$ cat config.mk
export PLATFORM = sky130hd
export DESIGN_NAME = athm_lane
export DESIGN_NICKNAME = d
export VERILOG_FILES = /design/src/sv/athm_pkg.sv /design/src/sv/athm_lane.sv
export SDC_FILE = /design/constraint.sdc
export NUM_CORES = 2
export LEC_CHECK = 0
export ABC_AREA = 1
export BUFFER_PORTS_ARGS = -buffer_cell sky130_fd_sc_hd__buf_4
export CORE_ASPECT_RATIO = 0.7
export CORE_MARGIN = 2
export CORE_UTILIZATION = 45
export CTS_CLUSTER_SIZE = 16
export DETAILED_ROUTE_END_ITERATION = 6
export PLACE_DENSITY = 0.66
export SYNTH_ARGS = -nofsm -noshare
export SYNTH_HDL_FRONTEND = slang
export SYNTH_SLANG_ARGS = --single-unit
$ cat constraint.sdc
create_clock -name clock -period 6.9 [get_ports clock]
set_input_delay 0.69 -clock clock [delete_from_list [all_inputs] [get_ports clock]]
set_output_delay 0.69 -clock clock [all_outputs]
set_load 0.005 [all_outputs]
$ cat src/sv/athm_pkg.sv
// shared types, constants and the degree arctangent table for the tilt monitor
package athm_pkg;

   // item modes
   localparam logic [1:0] MODE_CAL   = 2'd0;
   localparam logic [1:0] MODE_CLOSE = 2'd1;
   localparam logic [1:0] MODE_MEAS  = 2'd2;
   localparam logic [1:0] MODE_ERR   = 2'd3;

   // register indexes
   localparam logic [1:0] REG_SHIFT = 2'd0;
   localparam logic [1:0] REG_ON    = 2'd1;
   localparam logic [1:0] REG_OFF   = 2'd2;

   // angle fraction bits, tied to the 17-bit angle type
   localparam int ANGLE_FRAC_BITS = 8;

   localparam int CORDIC_STEPS = 18;
   localparam int TABLE_FRAC   = 16;
   localparam int STEP_W       = 5;
   localparam int ROOT_W       = 31;   // root of up to 2^59
   localparam int RAD_W        = 60;   // radicand bits
   localparam int CX_W         = 34;   // cordic x, y width
   localparam int CZ_W         = 24;   // cordic angle accumulator

   typedef logic signed [16:0] angle_type;

   function automatic logic signed [CZ_W-1:0] atan_entry(input logic [STEP_W-1:0] i);
      logic signed [CZ_W-1:0] v;
      unique case (i)
         5'd0:  v = 24'sd2949120;
         5'd1:  v = 24'sd1740967;
         5'd2:  v = 24'sd919879;
         5'd3:  v = 24'sd466945;
         5'd4:  v = 24'sd234379;
         5'd5:  v = 24'sd117304;
         5'd6:  v = 24'sd58666;
         5'd7:  v = 24'sd29335;
         5'd8:  v = 24'sd14668;
         5'd9:  v = 24'sd7334;
         5'd10: v = 24'sd3667;
         5'd11: v = 24'sd1833;
         5'd12: v = 24'sd917;
         5'd13: v = 24'sd458;
         5'd14: v = 24'sd229;
         5'd15: v = 24'sd115;
         5'd16: v = 24'sd57;
         5'd17: v = 24'sd29;
         default: v = '0;
      endcase
      return v;
   endfunction

endpackage

$ cat src/sv/athm_lane.sv
// one tilt lane: square sums, bit-serial root, then cordic vectoring in degrees
module athm_lane (
   input  logic                    clock,
   input  logic                    reset,
   input  logic                    start,
   input  logic signed [15:0]      axis_a,
   input  logic signed [15:0]      axis_b,
   input  logic signed [15:0]      axis_c,
   output logic                    done,
   output athm_pkg::angle_type     angle
);
   import athm_pkg::*;

   localparam logic [2:0] ST_IDLE = 3'd0;
   localparam logic [2:0] ST_SQB  = 3'd1;
   localparam logic [2:0] ST_SQC  = 3'd2;
   localparam logic [2:0] ST_ROOT = 3'd3;
   localparam logic [2:0] ST_CORD = 3'd4;
   localparam logic [2:0] ST_DONE = 3'd5;
   localparam int RSH = TABLE_FRAC - ANGLE_FRAC_BITS;
   localparam int LIM = 90 << ANGLE_FRAC_BITS;

   logic [2:0]                 state_ff, state_in;
   logic [STEP_W-1:0]          cnt_ff, cnt_in;
   logic signed [15:0]         a_ff, a_in, c_ff, c_in;
   logic [31:0]                sq_ff, sq_in;       // one square, registered
   logic [RAD_W-1:0]           rad_ff, rad_in;
   logic [ROOT_W+1:0]          rem_ff, rem_in;
   logic [ROOT_W-1:0]          root_ff, root_in;
   logic signed [CX_W-1:0]     x_ff, x_in, y_ff, y_in;
   logic signed [CZ_W-1:0]     z_ff, z_in;
   angle_type                  angle_ff, angle_in;

   // root and cordic step helpers
   logic [ROOT_W+1:0]          trial, rem_sh;
   logic signed [CX_W-1:0]     xs, ys;
   logic signed [CZ_W-1:0]     zabs, zr, zr_s;

   always_comb begin
      state_in = state_ff;
      cnt_in   = cnt_ff;
      a_in     = a_ff;
      c_in     = c_ff;
      sq_in    = sq_ff;
      rad_in   = rad_ff;
      rem_in   = rem_ff;
      root_in  = root_ff;
      x_in     = x_ff;
      y_in     = y_ff;
      z_in     = z_ff;
      angle_in = angle_ff;
      rem_sh   = {rem_ff[ROOT_W-1:0], rad_ff[RAD_W-1 -: 2]};
      trial    = {root_ff, 2'b01};
      xs       = x_ff >>> cnt_ff;
      ys       = y_ff >>> cnt_ff;
      zabs     = z_ff < 0 ? -z_ff : z_ff;
      zr       = (zabs + CZ_W'(1 << (RSH - 1))) >>> RSH;
      zr_s     = z_ff < 0 ? -zr : zr;
      unique case (state_ff)
         ST_IDLE: begin
            if (start) begin
               a_in     = axis_a;
               c_in     = axis_c;
               sq_in    = 32'($signed(axis_b) * $signed(axis_b));
               state_in = ST_SQB;
            end
         end
         ST_SQB: begin
            rad_in   = RAD_W'(sq_ff);
            sq_in    = 32'($signed(c_ff) * $signed(c_ff));
            state_in = ST_SQC;
         end
         ST_SQC: begin
            // radicand = (b^2 + c^2) << 28
            rad_in   = (rad_ff + RAD_W'(sq_ff)) << 28;
            rem_in   = '0;
            root_in  = '0;
            cnt_in   = '0;
            state_in = ST_ROOT;
         end
         ST_ROOT: begin
            // one root bit a cycle, restoring
            rad_in = rad_ff << 2;
            if (rem_sh >= trial) begin
               rem_in  = rem_sh - trial;
               root_in = {root_ff[ROOT_W-2:0], 1'b1};
            end else begin
               rem_in  = rem_sh;
               root_in = {root_ff[ROOT_W-2:0], 1'b0};
            end
            cnt_in = cnt_ff + 1'b1;
            if (cnt_ff == STEP_W'(RAD_W / 2 - 1)) begin
               state_in = ST_CORD;
               cnt_in   = '0;
               x_in     = CX_W'({1'b0, root_in});
               y_in     = CX_W'($signed(a_ff)) <<< 14;
               z_in     = '0;
            end
         end
         ST_CORD: begin
            if (y_ff > 0) begin
               x_in = x_ff + ys;
               y_in = y_ff - xs;
               z_in = z_ff + atan_entry(cnt_ff);
            end else if (y_ff < 0) begin
               x_in = x_ff - ys;
               y_in = y_ff + xs;
               z_in = z_ff - atan_entry(cnt_ff);
            end
            cnt_in = cnt_ff + 1'b1;
            if (cnt_ff == STEP_W'(CORDIC_STEPS - 1)) state_in = ST_DONE;
         end
         ST_DONE: begin
            if (zr_s > CZ_W'(LIM))       angle_in = 17'(LIM);
            else if (zr_s < -CZ_W'(LIM)) angle_in = -17'(LIM);
            else                         angle_in = 17'(zr_s);
            state_in = ST_IDLE;
         end
         default: state_in = ST_IDLE;
      endcase
   end

   always_ff @(posedge clock) begin
      if (reset) begin
         state_ff <= ST_IDLE;
      end else begin
         state_ff <= state_in;
      end
      cnt_ff   <= cnt_in;
      a_ff     <= a_in;
      c_ff     <= c_in;
      sq_ff    <= sq_in;
      rad_ff   <= rad_in;
      rem_ff   <= rem_in;
      root_ff  <= root_in;
      x_ff     <= x_in;
      y_ff     <= y_in;
      z_ff     <= z_in;
      angle_ff <= angle_in;
   end

   // done pulses in the same cycle that the angle lands
   logic done_ff;
   always_ff @(posedge clock) begin
      if (reset) begin
         done_ff <= 1'b0;
      end else begin
         done_ff <= (state_ff == ST_DONE);
      end
   end

   assign done  = done_ff;
   assign angle = angle_ff;
endmodule

Yosys cells after proc, flatten, opt, wreduce, memory -nomap -nowiden:

Memories as Yosys holds them, arrays and structs flattened. A register that Yosys moved wholly into a read port is not among the register bits.
Cells that the tools add are included.

* flip-flop bits (word level): 304
* ROM bits: 1408
* output and inout port bits: 18
* memories: 2

* add/sub/neg operators: 12
* $mul: 2
* $lt $le $gt $ge: 6
* eq/ne operators: 11
* shift-type cells: 2
* muxes and demuxes: 35
* reduce and logical (&&, ||, !) cells: 11

Memories
* (name not given): depth 32, bits a word 22, read ports 1, clocked after Yosys merged registers in 1, wr ports 0, line athm_pkg.sv:30 `unique case (i)`
* (name not given): depth 32, bits a word 22, read ports 1, clocked after Yosys merged registers in 1, wr ports 0, line athm_pkg.sv:30

Operators by type and width (number)
* $mux W24: 10
* $mux W34: 6
* $pmux W60 S3: 1
* $pmux W34 S2: 2
* $pmux W31 S2: 2
* $add A34 B34 Y34: 2
* $sshr A34 B5 Y34: 2
* $sub A34 B34 Y34: 2
* $mul A16 B16 Y32: 2
* $pmux W32 S2: 1
* $pmux W24 S2: 1
* $gt A34 B1 Y1 const B: 1
* $lt A34 B1 Y1 const B: 1
* $ge A33 B33 Y1: 1
* $add A32 B32 Y32: 1
* $mux W32: 1
* $mux W31: 1
* $sub A31 B31 Y31: 1
* $add A24 B24 Y24: 1
* $add A24 B9 Y24 const B: 1
* $gt A24 B16 Y1 const B: 1
* $lt A24 B1 Y1 const B: 1
* $lt A24 B16 Y1 const B: 1
* $neg A16 Y24: 1
* 21 further kinds: 35

Longest topological paths before layout:

* depth after elaboration: 8
* mapped depth: 40

Worst setup path after synthesis:

Ideal clock, no wire load.

* path type: input-to-reg
* from: input axis_b[5]
* to: register sq_ff[26], data pin
* library setup time: 0.262 ns
* arrival time: 6.321 ns
* required time: 6.638 ns
* setup slack: 0.317 ns
* cell stages on the path: 21
* cell sequence: clkbuf_1 -> buf_1 -> nand2_1 -> fa_1 -> inv_1 -> fa_1 -> fa_1 -> fa_1 -> fa_1 -> inv_1 -> fa_1 -> inv_1 -> ha_1 -> a21oi_1 -> o21a_1 -> nand2_1 -> a21oi_1 -> inv_1 -> o21ai_0 -> a21oi_1 -> or2_2

* cells in the longest elaborated chain, start to end: 3

RTL lines
* start, declared: line athm_lane.sv:7 `input logic signed [15:0] axis_b,`
* $mul A16 B16 Y32: line athm_lane.sv:64 `sq_in = 32'($signed(axis_b) * $signed(axis_b));`
* $mux W32: line athm_lane.sv:61 `if (start) begin`
* $pmux W32 S2: line athm_lane.sv:59 `unique case (state_ff)`
* net sq_in[26]: line athm_lane.sv:26 `logic [31:0] sq_ff, sq_in;`
* end signal, assigned: line athm_lane.sv:132 `sq_ff <= sq_in;`
* end, declared: line athm_lane.sv:26

The timed path passes the listed nets, and every way through them passes these cells. The select of a mux whose other input is x is not followed.
A chain may end at the register's enable or synchronous reset.

Worst setup path after layout:

* from: input axis_b[3]
* to: register sq_ff[29], data pin

The elaborated chain is that of the path after synthesis.

==> impl_results.md <==
* Hold Buf Count CTS at 0
* I/O pins at just under 70
* Most frequent cell after synthesis: nand2_1
* Worst setup EP type: flop
* Final ANT Viol Nets at 0
* Async SR Flop Fraction at 0%
* GRT overflow at 0
* RSZ-0062 raised after global routing: false
* Slowest cell on the critical path: fa_1
* Detailed Route WL at about 120000 um
* Setup Skew at 28.8 ps
* Synth top cells by count: nand2_1 (1236), inv_1 (1216), fa_1 (471), o21ai_0 (427), a21oi_1 (364)
* Hpwl dp at 95800 um
* Gr usage total at roughly 23%
* Total CTS buffers at 36
* Fill cell total of the finished layout at 9608
* Setup Total Neg Slack at 0 ps
* Via count at 37361
* Vias in the first global route at roughly 36000
* Vias per inst at 5.20
* Port bufs at 68
* Total nets after synthesis at 6693
* Share of cells above drive strength 1 at 5.69%
* Critical Path RT at roughly 7200 ps
* Area grow syn2layout at 7.45%
* Gpl congestion at between 0.9 and 1
* Mapped Cells at 5823
* Clock Path Buffers at 3
* Drt first pass iters at 6
* Reg clk slew, reported paths at approximately 70 ps
* Crit path arrival time at 6730 ps
* Synth Register Bits at roughly 320
* Worst-margin pin slew at ~1200 ps
* Startpoint class of the critical path: primary input
* Post-layout nets at around 6700
* HP Class: primary input to flop
* Syn_area_per_cell at 7.71 um2
* Final hold vios at 0
* Seq/Total Area, Yosys at a little over a fifth
* Clk root buf: clkbuf_16
* Final Critical Period at 6410 ps
* Max FO, Critical Path at 10
* Outcome: finished clean
* H-tree depth at 2
* WL/cell at roughly 16 um
* Die Y-Extent at 268 um
* Synth top area share at 21.0%
* Clk Latency, worst-skew pair at 600 ps
* Largest area contributor in the netlist: fa_1
* Antenna violations before repair at 4
* First-pass GRT wire length at 191000 um
* Slowest stage delay, CP at 530 ps
* Final setup fails at 0
* Main area contributors after synthesis: fa_1 (21%), edfxtp_1 (20%), nand2_1 (10%)
* Final Max Slew Viols at 0
* Crit Path Class: primary input to flop
* Max_slew headroom at approximately a fifth
* Ys Warns at 0
* Post-Synthesis Cell Area at 0.0449 mm2
* Post-synth top flop: edfxtp_1
* Sink Count at roughly 320
* DR iter-0 viols at 3499
* Antenna cells at 0
* CTS tree: built
* Fmax at between 150 and 200 MHz
* DRC viols at 0
* Max Cap Viol at 0
* Initial Utilization at 45.6%
* Core Area at 0.0984 mm2
* EDFF count, synth at roughly 300
* Num rows at 96
* Finished Core Util at slightly below 50%
* Largest net degree at the start of global routing at 83
* Die width at 381 um
* Number of distinct library cells after synthesis at 62
* Die area at around 0.10 mm2
* Crit share post-route at between 90% and 100%
area by class of cell:
| type | count | area [um2] | area share [%] |
|---|---|---|---|
| inverters | 1234 | 4640 | 9.62 |
| flip-flops and latches | 324 | 9470 | 19.6 |
| clock buffers | 42 | 945 | 1.96 |
| multi-input cells | 4077 | 30000 | 62.3 |
| repair buffers | 166 | 1270 | 2.64 |
| clock inverters | 23 | 188 | 0.389 |
| well taps | 1323 | 1660 | 3.43 |
sequential cells by signal, indices dropped and copies added, names as in the netlist, named ones only:
name	cells
root_ff	31
y_ff	34
z_ff	24
c_ff	16
angle	17
cnt_ff	5
a_ff	16
rem_ff	31
rad_ff	59
x_ff	34
state_ff	3
done	1
sq_ff	31
critical path, delay by kind of cell:
family / cells / cell delay, ps
buffers and inverters: 10 / 830
AND/OR/NAND/NOR: 9 / 710
adder cells (fa/ha/maj): 7 / 2980
AO/OA/AOI/OAI: 6 / 1510
final timing paths:
check | cells after the start | startpoint | endpoint | slack, ps
max | 32 | axis_b[3] | sq_ff[29] | 490
min reg2reg | 2 | rad_ff[54] | rad_ff[56] | 510
max reg2reg | 22 | c_ff[8] | sq_ff[26] | 500
min | 1 | axis_c[15] | c_ff[15] | 270
cell families after synthesis:
kind of cell	after synthesis	share of synthesized area, %
AND/OR/NAND/NOR	1941	18.0
buffers and inverters	1422	12.1
AO/OA/AOI/OAI	1080	13.4
adder cells (fa/ha/maj)	819	30.7
flip-flops	324	21.1
XOR/XNOR	214	4.25
multiplexers	23	0.513
routing by layer:
layer	track usage (%)	wire (um)	share of wire (%)
met1	35.0	57100	49
met5	0	26	0.022
met2	35.3	50000	43
met3	3.35	8140	7.0
met4	3.82	1680	1.4
stage by stage:
step	worst slack, ps	cell area (um2)	hold WS, ps	instances
floorplan	317	44900	469	5823
global placement	110	46900	504	7109
detailed placement	-41.5	46900	506	7109
CTS	235	48100	236	7174
global route	11.5	48200	249	7189
finish	490	48200	267	7189
cell usage in the layout, fill, tap and decap left out, drive strengths merged, types with 41 or more instances in the layout:
cell type     n
nand2      1256
inv        1230
o21ai       485
fa          471
nor2        377
a21oi       364
ha          348
edfxtp      298
nand3       172
buf         166
xor2        124
xnor2        90
a31oi        46
clkbuf       42
nor3         41
timing repair:
| action | 4_1_cts | 5_1_grt |
|---|---|---|
| setup buffers | 0 | 15 |
| gates resized for setup | 0 | 9 |
| endpoints found under the setup margin | 0 | 12 |
Power is left out: the tool's default activity adds up to more than one toggle a clock period on the data nets, which glitch-free logic cannot reach.
