==> config.mk <==
export PLATFORM = sky130hd
export DESIGN_NAME = athm_merge
export DESIGN_NICKNAME = d
export VERILOG_FILES = /design/src/sv/athm_pkg.sv /design/src/sv/athm_merge.sv
export SDC_FILE = /design/constraint.sdc
export NUM_CORES = 2
export LEC_CHECK = 0
export ABC_CLOCK_PERIOD_IN_PS = 16280
export CORE_MARGIN = 2
export CORE_UTILIZATION = 60
export CTS_BUF_LIST = sky130_fd_sc_hd__clkbuf_8
export DETAILED_ROUTE_END_ITERATION = 8
export DONT_BUFFER_PORTS = 1
export PLACE_DENSITY = 0.77
export SKIP_CTS_REPAIR_TIMING = 1
export SLEW_MARGIN = 20
export SYNTH_ARGS = -nofsm -noshare
export SYNTH_HDL_FRONTEND = slang
export SYNTH_SLANG_ARGS = --single-unit
==> constraint.sdc <==
create_clock -name clock -period 16.28 [get_ports clock]
set_input_delay 1.628 -clock clock [delete_from_list [all_inputs] [get_ports clock]]
set_output_delay 1.628 -clock clock [all_outputs]
set_load 0.005 [all_outputs]
==> src/sv/athm_pkg.sv <==
// shared types, constants and the degree arctangent table for the tilt monitor
package athm_pkg;

   // item modes
   localparam logic [1:0] MODE_CAL   = 2'd0;
   localparam logic [1:0] MODE_CLOSE = 2'd1;
   localparam logic [1:0] MODE_MEAS  = 2'd2;
   localparam logic [1:0] MODE_ERR   = 2'd3;

   // register indexes
   localparam logic [1:0] REG_SHIFT = 2'd0;
   localparam logic [1:0] REG_ON    = 2'd1;
   localparam logic [1:0] REG_OFF   = 2'd2;

   // angle fraction bits, tied to the 17-bit angle type
   localparam int ANGLE_FRAC_BITS = 8;

   localparam int CORDIC_STEPS = 18;
   localparam int TABLE_FRAC   = 16;
   localparam int STEP_W       = 5;
   localparam int ROOT_W       = 31;   // root of up to 2^59
   localparam int RAD_W        = 60;   // radicand bits
   localparam int CX_W         = 34;   // cordic x, y width
   localparam int CZ_W         = 24;   // cordic angle accumulator

   typedef logic signed [16:0] angle_type;

   function automatic logic signed [CZ_W-1:0] atan_entry(input logic [STEP_W-1:0] i);
      logic signed [CZ_W-1:0] v;
      unique case (i)
         5'd0:  v = 24'sd2949120;
         5'd1:  v = 24'sd1740967;
         5'd2:  v = 24'sd919879;
         5'd3:  v = 24'sd466945;
         5'd4:  v = 24'sd234379;
         5'd5:  v = 24'sd117304;
         5'd6:  v = 24'sd58666;
         5'd7:  v = 24'sd29335;
         5'd8:  v = 24'sd14668;
         5'd9:  v = 24'sd7334;
         5'd10: v = 24'sd3667;
         5'd11: v = 24'sd1833;
         5'd12: v = 24'sd917;
         5'd13: v = 24'sd458;
         5'd14: v = 24'sd229;
         5'd15: v = 24'sd115;
         5'd16: v = 24'sd57;
         5'd17: v = 24'sd29;
         default: v = '0;
      endcase
      return v;
   endfunction

endpackage

==> src/sv/athm_merge.sv <==
// merge stage: calibration sums, zero mean by serial divide, filter and alarm
module athm_merge #(
   parameter int MAX_CAL_SAMPLES = 64
) (
   input  logic                    clock,
   input  logic                    reset,
   input  logic                    go,          // beat accepted
   input  logic [1:0]              mode,
   input  logic                    lanes_done,
   input  athm_pkg::angle_type     ang_x,
   input  athm_pkg::angle_type     ang_y,
   input  athm_pkg::angle_type     ang_z,
   input  logic [3:0]              cfg_shift,
   input  logic [7:0]              cfg_on,
   input  logic [7:0]              cfg_off,
   output logic                    fin,         // work done, result valid if has_rsp
   output logic                    has_rsp,
   output athm_pkg::angle_type     filt_x,
   output athm_pkg::angle_type     filt_y,
   output athm_pkg::angle_type     filt_z,
   output logic                    alarm
);
   import athm_pkg::*;

   localparam int CNT_W  = $clog2(MAX_CAL_SAMPLES + 1);
   localparam int SUM_W  = 24;
   localparam int HALF   = 180 << ANGLE_FRAC_BITS;

   localparam logic [2:0] M_IDLE = 3'd0;
   localparam logic [2:0] M_WAIT = 3'd1;
   localparam logic [2:0] M_DIV  = 3'd2;
   localparam logic [2:0] M_ALRM = 3'd3;
   localparam logic [2:0] M_FIN  = 3'd4;

   logic [2:0]             st_ff, st_in;
   logic [1:0]             mode_ff, mode_in;
   angle_type              zero_ff [3], zero_in [3];
   angle_type              filt_ff [3], filt_in [3];
   logic signed [SUM_W-1:0] sum_ff [3], sum_in [3];
   logic [CNT_W-1:0]       cnt_ff, cnt_in;
   logic                   seeded_ff, seeded_in, alarm_ff, alarm_in;
   logic [1:0]             ax_ff, ax_in;        // axis under division
   logic [4:0]             bit_ff, bit_in;
   logic [SUM_W-1:0]       num_ff, num_in, quo_ff, quo_in;
   logic [SUM_W:0]         rem_ff, rem_in, rem_sh;
   logic [16:0]            maxabs;
   logic [3:0]             sh;
   angle_type              a_in [3];
   logic signed [18:0]     d, e, ea, er;
   logic signed [SUM_W-1:0] v;
   logic [SUM_W-1:0]       vabs;
   logic [16:0]            fa [3];

   always_comb begin
      a_in[0] = ang_x;
      a_in[1] = ang_y;
      a_in[2] = ang_z;
      sh = cfg_shift > 4'd8 ? 4'd8 : cfg_shift;
      st_in = st_ff; mode_in = mode_ff; cnt_in = cnt_ff;
      seeded_in = seeded_ff; alarm_in = alarm_ff;
      ax_in = ax_ff; bit_in = bit_ff; num_in = num_ff; quo_in = quo_ff; rem_in = rem_ff;
      zero_in = zero_ff; filt_in = filt_ff; sum_in = sum_ff;
      d = '0; e = '0; ea = '0; er = '0;
      v = sum_ff[ax_ff];
      vabs = v < 0 ? SUM_W'(-v) : SUM_W'(v);
      rem_sh = {rem_ff[SUM_W-1:0], num_ff[SUM_W-1]};
      for (int i = 0; i < 3; i++) fa[i] = filt_ff[i] < 0 ? 17'(-filt_ff[i]) : 17'(filt_ff[i]);
      maxabs = fa[0];
      if (fa[1] > maxabs) maxabs = fa[1];
      if (fa[2] > maxabs) maxabs = fa[2];
      unique case (st_ff)
         M_IDLE: begin
            if (go) begin
               mode_in = mode;
               unique case (mode)
                  MODE_CAL: st_in = M_WAIT;
                  MODE_MEAS: st_in = M_WAIT;
                  MODE_CLOSE: begin
                     ax_in = '0; bit_in = '0; rem_in = '0; quo_in = '0;
                     num_in = '0; st_in = M_DIV;
                  end
                  MODE_ERR: st_in = M_FIN;
                  default: st_in = M_FIN;
               endcase
            end
         end
         M_WAIT: begin
            if (lanes_done) begin
               if (mode_ff == MODE_CAL) begin
                  // lanes always run; a full sum ignores the sample
                  if (cnt_ff < CNT_W'(MAX_CAL_SAMPLES)) begin
                     for (int i = 0; i < 3; i++) sum_in[i] = sum_ff[i] + SUM_W'(a_in[i]);
                     cnt_in = cnt_ff + 1'b1;
                  end
                  st_in = M_FIN;
               end else begin
                  for (int i = 0; i < 3; i++) begin
                     d = 19'(a_in[i]) - 19'(zero_ff[i]);
                     if (d > 19'(HALF)) d = d - 19'(2 * HALF);
                     else if (d < -19'(HALF)) d = d + 19'(2 * HALF);
                     if (seeded_ff) begin
                        e = d - 19'(filt_ff[i]);
                        ea = e < 0 ? -e : e;
                        if (sh != 4'd0) ea = (ea + (19'sd1 <<< (sh - 1'b1))) >>> sh;
                        er = e < 0 ? -ea : ea;
                        filt_in[i] = 17'(19'(filt_ff[i]) + er);
                     end else begin
                        filt_in[i] = 17'(d);
                     end
                  end
                  seeded_in = 1'b1;
                  st_in = M_ALRM;
               end
            end
         end
         M_DIV: begin
            // restoring divide of |sum| + count/2 by count, one bit a cycle
            if (bit_ff == 5'd0 && rem_ff == '0 && quo_ff == '0 && num_ff == '0) begin
               num_in = vabs + SUM_W'(cnt_ff >> 1);
               bit_in = 5'd1;
            end else begin
               num_in = num_ff << 1;
               if (rem_sh >= (SUM_W + 1)'(cnt_ff)) begin
                  rem_in = rem_sh - (SUM_W + 1)'(cnt_ff);
                  quo_in = {quo_ff[SUM_W-2:0], 1'b1};
               end else begin
                  rem_in = rem_sh;
                  quo_in = {quo_ff[SUM_W-2:0], 1'b0};
               end
               bit_in = bit_ff + 1'b1;
               if (bit_ff == 5'(SUM_W)) begin
                  if (cnt_ff == '0) zero_in[ax_ff] = '0;
                  else zero_in[ax_ff] = v < 0 ? -17'(quo_in) : 17'(quo_in);
                  rem_in = '0; quo_in = '0; num_in = '0; bit_in = '0;
                  if (ax_ff == 2'd2) begin
                     for (int i = 0; i < 3; i++) begin
                        sum_in[i] = '0; filt_in[i] = '0;
                     end
                     cnt_in = '0; seeded_in = 1'b0; alarm_in = 1'b0;
                     st_in = M_FIN;
                  end else begin
                     ax_in = ax_ff + 1'b1;
                  end
               end
            end
         end
         M_ALRM: begin
            if (!alarm_ff && maxabs >= (17'(cfg_on) << ANGLE_FRAC_BITS)) alarm_in = 1'b1;
            else if (alarm_ff && maxabs <= (17'(cfg_off) << ANGLE_FRAC_BITS)) alarm_in = 1'b0;
            st_in = M_FIN;
         end
         M_FIN: st_in = M_IDLE;
         default: st_in = M_IDLE;
      endcase
   end

   always_ff @(posedge clock) begin
      if (reset) begin
         st_ff <= M_IDLE;
         cnt_ff <= '0; seeded_ff <= 1'b0; alarm_ff <= 1'b0;
         for (int i = 0; i < 3; i++) begin
            zero_ff[i] <= '0; filt_ff[i] <= '0; sum_ff[i] <= '0;
         end
      end else begin
         st_ff <= st_in;
         cnt_ff <= cnt_in; seeded_ff <= seeded_in; alarm_ff <= alarm_in;
         zero_ff <= zero_in; filt_ff <= filt_in; sum_ff <= sum_in;
      end
      mode_ff <= mode_in; ax_ff <= ax_in; bit_ff <= bit_in;
      num_ff <= num_in; quo_ff <= quo_in; rem_ff <= rem_in;
   end

   assign fin     = (st_ff == M_FIN);
   assign has_rsp = (mode_ff == MODE_MEAS) || (mode_ff == MODE_ERR);
   assign filt_x  = filt_ff[0];
   assign filt_y  = filt_ff[1];
   assign filt_z  = filt_ff[2];
   assign alarm   = alarm_ff;
endmodule

* After elaboration in Yosys (flattened, before gate mapping)
Cells that the tools add are included.
** Word-level totals
- Input port bits :: 77
- Bits in registers :: 268
- Output and inout bits :: 54
- Logic and storage cells :: 258
** Cells by class
- Add/subtract/negate cells :: 38
- Equality and inequality tests :: 22
- Shifts and indexed selects :: 4
- Bitwise gates (word level) :: 4
- Reductions and logical operators :: 30
- Muxes and demuxes :: 119
- Order comparisons :: 22
** Operator list (count)
- $mux 17 :: 28
- $mux 72 :: 6
- $mux 19 :: 18
- $mux 51 :: 6
- $mux 24 :: 11
- $pmux 72 s2 :: 1
- $mux 25 :: 5
- $neg 17->17 :: 7
- $pmux 51 s2 :: 1
- $pmux 24 s2 :: 2
- $add 24x17->24 :: 3
- $add 18x18->19 const B :: 3
- $add 19x19->19 :: 3
- $lt 19x1->1 const B :: 3
- $neg 19->19 :: 3
- $sshr 19x4->17 :: 3
- $sub 18x18->19 const B :: 3
- $sub 19x17->19 :: 3
- $gt 18x17->1 const B :: 3
- $lt 18x17->1 const B :: 3
- $sub 17x17->18 :: 3
- $add 17x17->17 :: 3
- $and 51x51->51 :: 1
- $bwmux 51 :: 1
- 63 further kinds :: 116

* Longest topological paths before layout
- Depth after elaboration :: 24
- Gate-level depth with buffers :: 69
- Gate-level depth less buffers :: 67

* Least setup slack after synthesis
Ideal clock, no wire load.
- Path kind :: input-to-reg
- Start point :: input port ang_y[0]
- End point :: register filt_ff, in the netlist filt_y[16]
- Slack :: 2.970 ns
- Data arrival time :: 13.186 ns
- Cell stages on the path :: 66
- Library setup time :: 0.125 ns
- Required time :: 16.155 ns
- Path buffers :: 2
- Cell sequence :: inv_1 ha_1 fa_1 nor2b_1 o21a_1 o21ai_0 a21oi_1 a21oi_1 xnor2_1 or4_1 o31ai_1 o21ai_0 o21ai_1 nand2_1 xnor2_1 ha_1 or2_2 a21oi_1 (+30 left out) a21oi_1 nor2_1 nor2_1 nor2b_1 o21ai_0 nand2b_1 a21oi_1 o21bai_1 a21oi_1 o21bai_1 a21oi_1 o21bai_1 a21o_1 a21oi_1 xnor2_1 xnor2_1 xnor2_1 o2bb2ai_1
** On the way
- Cells in the longest elaborated chain, start to end :: 24
- Elaborated cells between the ends (all ways) :: 28
- Classes of those cells :: add/sub: 8; order compare: 3; shift: 1; mux: 16
** Ends and longest elaborated chain
- start: declaration :: RTL line athm_merge.sv:11 : input athm_pkg::angle_type ang_y,
- $sub 17x17->18 (*) :: RTL line athm_merge.sv:98 : d = 19'(a_in[i]) - 19'(zero_ff[i]);
- $add 18x18->19 / $lt 18x17->1 (equally long branches) :: RTL line athm_merge.sv:100 : else if (d < -19'(HALF)) d = d + 19'(2 * HALF);
- $mux 19 :: RTL line athm_merge.sv:100
- $mux 19 (*) :: RTL line athm_merge.sv:99 : if (d > 19'(HALF)) d = d - 19'(2 * HALF);
- $mux 19 (*) :: RTL line athm_merge.sv:89 : if (mode_ff == MODE_CAL) begin
- $mux 19 (*) :: RTL line athm_merge.sv:88 : if (lanes_done) begin
- $mux 19 (*) :: RTL line athm_merge.sv:71 : unique case (st_ff)
- $sub 19x17->19 :: RTL line athm_merge.sv:102 : e = d - 19'(filt_ff[i]);
- (+8 left out)
- $mux 17 :: RTL line athm_merge.sv:71
- $neg 17->17 :: RTL line athm_merge.sv:105 : er = e < 0 ? -ea : ea;
- $mux 17 :: RTL line athm_merge.sv:105
- $add 17x17->17 :: RTL line athm_merge.sv:106 : filt_in[i] = 17'(19'(filt_ff[i]) + er);
- $mux 17 (*) :: RTL line athm_merge.sv:101 : if (seeded_ff) begin
- $mux 51 (*) :: RTL line athm_merge.sv:89
- $mux 51 (*) :: RTL line athm_merge.sv:88
- $pmux 51 s2 (*) :: RTL line athm_merge.sv:71
- end signal: assignment :: RTL line athm_merge.sv:167 : zero_ff <= zero_in; filt_ff <= filt_in; sum_ff <= sum_in;
- end: declaration :: RTL line athm_merge.sv:38 : angle_type filt_ff [3], filt_in [3];
Mark *: on every way between the ends. The rest lies on a longest branch, timed or not. The select of a mux whose other input is x is not followed.
A chain may end at the register's enable or synchronous reset.

* Worst setup path in the final report
Ends and elaborated chain as after synthesis.

==> impl_metrics.tcl <==
set metrics [dict create \
    outcome "finished, final reports clean" \
    seq_area_mm2 0.00619 \
    hp-class "reg2reg" \
    ios 131 \
    yosysSeqAreaShare 0.174 \
    max_stage_delay_ns 0.59 \
    first_pass_iters 9 \
    cts_root_buf "clkbuf_8" \
    postSynthCellCount 4855 \
    r2r_cells 58 \
    vias 36602 \
    synth_area_leaders "ha_1 (13%), dfxtp_1 (10%), xnor2_1 (7.2%)" \
    fin_crit_sh 0.896 \
    yosysUniqueCellTypes 107 \
    grt_use_met1 0.478 \
    grt_max_degree 182 \
    synth_common_cells "nor2_1 (494), nand2_1 (415), a21oi_1 (393)" \
    final_net_count 5214 \
    post-route-util 0.632 \
    multiInputGateArea_mm2 0.0274 \
    insertion_delay_ns 0.68 \
    initial_core_util 0.604 \
    crit_path_frequent_cell "a21oi_1" \
    p_leak_uw 0.0153 \
    grt.total_usage 0.379 \
    powerDensity_mw_per_mm2 170 \
    hold_viol_final 0 \
    fill_cells 5407 \
    route.detailed.drc 0 \
    cts.sinks 268 \
    rsz0062_at_grt "no" \
    grt_pass1_vias 33367 \
    fin_ws_ns 1.69 \
    synth_top_area_share 0.128 \
    post-dp-hpwl_mm 92.5 \
    crit_path_end_kind "flip-flop" \
    hold_depth 2 \
    finalSetupViolCount 0 \
    rr_endpoint "filt_y[16]" \
    synth_edf_count 82 \
    grt_overflow 0 \
    cap_violations 0 \
    skew_ns 0.0715 \
    die_w_um 247 \
    max_freq_mhz 68.6 \
    min_from "zero_ff[0]" \
    synth_seq_cells 268 \
    post_dp_cell_area_mm2 0.0362 \
    start_kind "primary input" \
    worst_ep_arrival_time_ns 15.16 \
    fin_setup_tns_ns 0 \
    coreArea_mm2 0.0588 \
    crit_type "in2reg" \
    drive_above_1_share 0.0471 \
    synth.avg_cell_area_um2 7.32 \
    grt_use_met2 0.589 \
    clock_tree.buffer_depth 3 \
    grt_pass1_wl_mm 184 \
    synth_flop_cell "dfxtp_1" \
    min_period_ns 14.59 \
    worst_ep_required_time_ns 16.85 \
    pre_cts_slack_ns 1.36 \
    ir_drop_v 0.000147 \
    h-tree-depth 2 \
    synth_area_mm2 0.0355 \
    antenna_found_initial 2 \
    postRouteAntennaNets 0 \
    critPathMaxFanout 12 \
    crit_slowest_cell "nor3_1" \
    cts_tree "built" \
    rows 89 \
    area_growth_syn_to_layout_pct 4.59 \
    ys.warnings.count 0 \
    hold_ws_ns 0.469 \
    synthArstFlopShare 0 \
    r2r_setup_slack_ns 2.40 \
    die_y_um 247 \
    synth.most_common_cell "nor2_1" \
    min_to "zero_ff[0]" \
    top_usage_layer "met2" \
    fp.dieArea_mm2 0.0612 \
    clkSlewWorstSetupHoldPaths_ns 0.06 \
    yosysTopAreaCell "ha_1" \
    tightest_slew_ns 1.06 \
    via_per_inst 6.57 \
    slew_violations 0 \
    wire_per_inst_um 21.5 \
    cts_made_buffers 47 \
    drtIter0Drc 3625 \
    slew_headroom 0.296 \
    use_met3 0.0684 \
    port_buffers 0 \
    reg2reg_from "zero_ff[17]" \
    totalWireLength_mm 120 \
    place_congestion 0.995 \
    design_area_mm2 0.0372 \
]
area by class of cell:
cell class | count | area share
clock buffers | 55 | 0.0204
diodes | 3 | 0.000202
multi-input cells | 4062 | 0.738
flip-flops and latches | 268 | 0.167
well taps | 773 | 0.0260
clock inverters | 31 | 0.00609
inverters | 332 | 0.0335
repair buffers | 46 | 0.00929
kinds of logic (layout without fill, tap and decap cells):
logic type / Yosys count / count (layout) / share of synthesized area
multiplexers: 106 / 106 / 0.0318
other: 1 / 22 / 0.000106
buffers and inverters: 543 / 464 / 0.0578
AO/OA/AOI/OAI: 1470 / 1470 / 0.270
flip-flops: 268 / 268 / 0.174
AND/OR/NAND/NOR: 1667 / 1667 / 0.225
adder cells (fa/ha/maj): 380 / 380 / 0.137
XOR/XNOR: 420 / 420 / 0.104
per-stage QoR:
step,instances,total power [uW]
final,5570,6320
after CTS,5567,6140
after detailed placement,5481,5450
after floorplan,4873,4420
after global routing,5568,6760
after global placement,5481,5420
state kept, by name (all words and copies together), names as in the netlist:
register,cells
sum_ff,72
zero_ff,51
rem_ff,25
num_ff,24
quo_ff,24
filt_x,17
filt_y,17
filt_z,17
cnt_ff,7
bit_ff,5
st_ff,3
ax_ff,2
mode_ff,2
alarm,1
seeded_ff,1
layer usage:
layer / part of all wire / up-vias / routed length [um]
met3: 0.092 / 413 / 11000
li1: - / 17478 / -
met5: 0.00014 / - / 17
met4: 0.079 / 2 / 9460
met1: 0.40 / 16911 / 48100
met2: 0.43 / 1798 / 51300
power breakdown:
part / leakage, uW / internal, uW / total, uW / switching, uW
registers: 0.00228 / 719 / 753 / 34.2
logic: 0.0124 / 1860 / 4900 / 3040
clock network: 0.000573 / 345 / 663 / 319
total: 0.0153 / 2920 / 6320 / 3390
critical path: cells and delay by family:
| family | cells | cell delay [ns] |
|---|---|---|
| AND/OR/NAND/NOR | 12 | 3.16 |
| multiplexers | 1 | 0.51 |
| XOR/XNOR | 7 | 1.33 |
| adder cells (fa/ha/maj) | 5 | 1.59 |
| buffers and inverters | 3 | 0.37 |
| AO/OA/AOI/OAI | 31 | 6.52 |
cell usage in the layout, fill, tap and decap left out, drive strengths merged, types with 50 or more instances in the layout:
cell type and n:
nand2b 52, mux2i 83, edfxtp 82, o21ai 310, a21oi 393, xor2 124
dfxtp 186, clkbuf 55, and3 74, a21o 97, a211oi 66, a22oi 78
inv 347, or3 50, nand3 127, xnor2 296, nor3 154, ha 363
nor2 494, nand2 415, a31oi 116, nor2b 61
worst max-delay path by stage:
stage,from,end,slack [ns],cells past startpoint
final,ang_y[0],filt_y[16],1.69,59
after global routing,ang_y[0],filt_y[16],0.35,66
after CTS,ang_y[0],filt_y[16],2.01,59
after detailed placement,ang_y[0],filt_y[16],1.36,59
after global placement,ang_y[0],filt_y[16],1.64,59
after floorplan,ang_y[0],filt_y[16],2.97,66
Power figures use the tool's default switching activity.
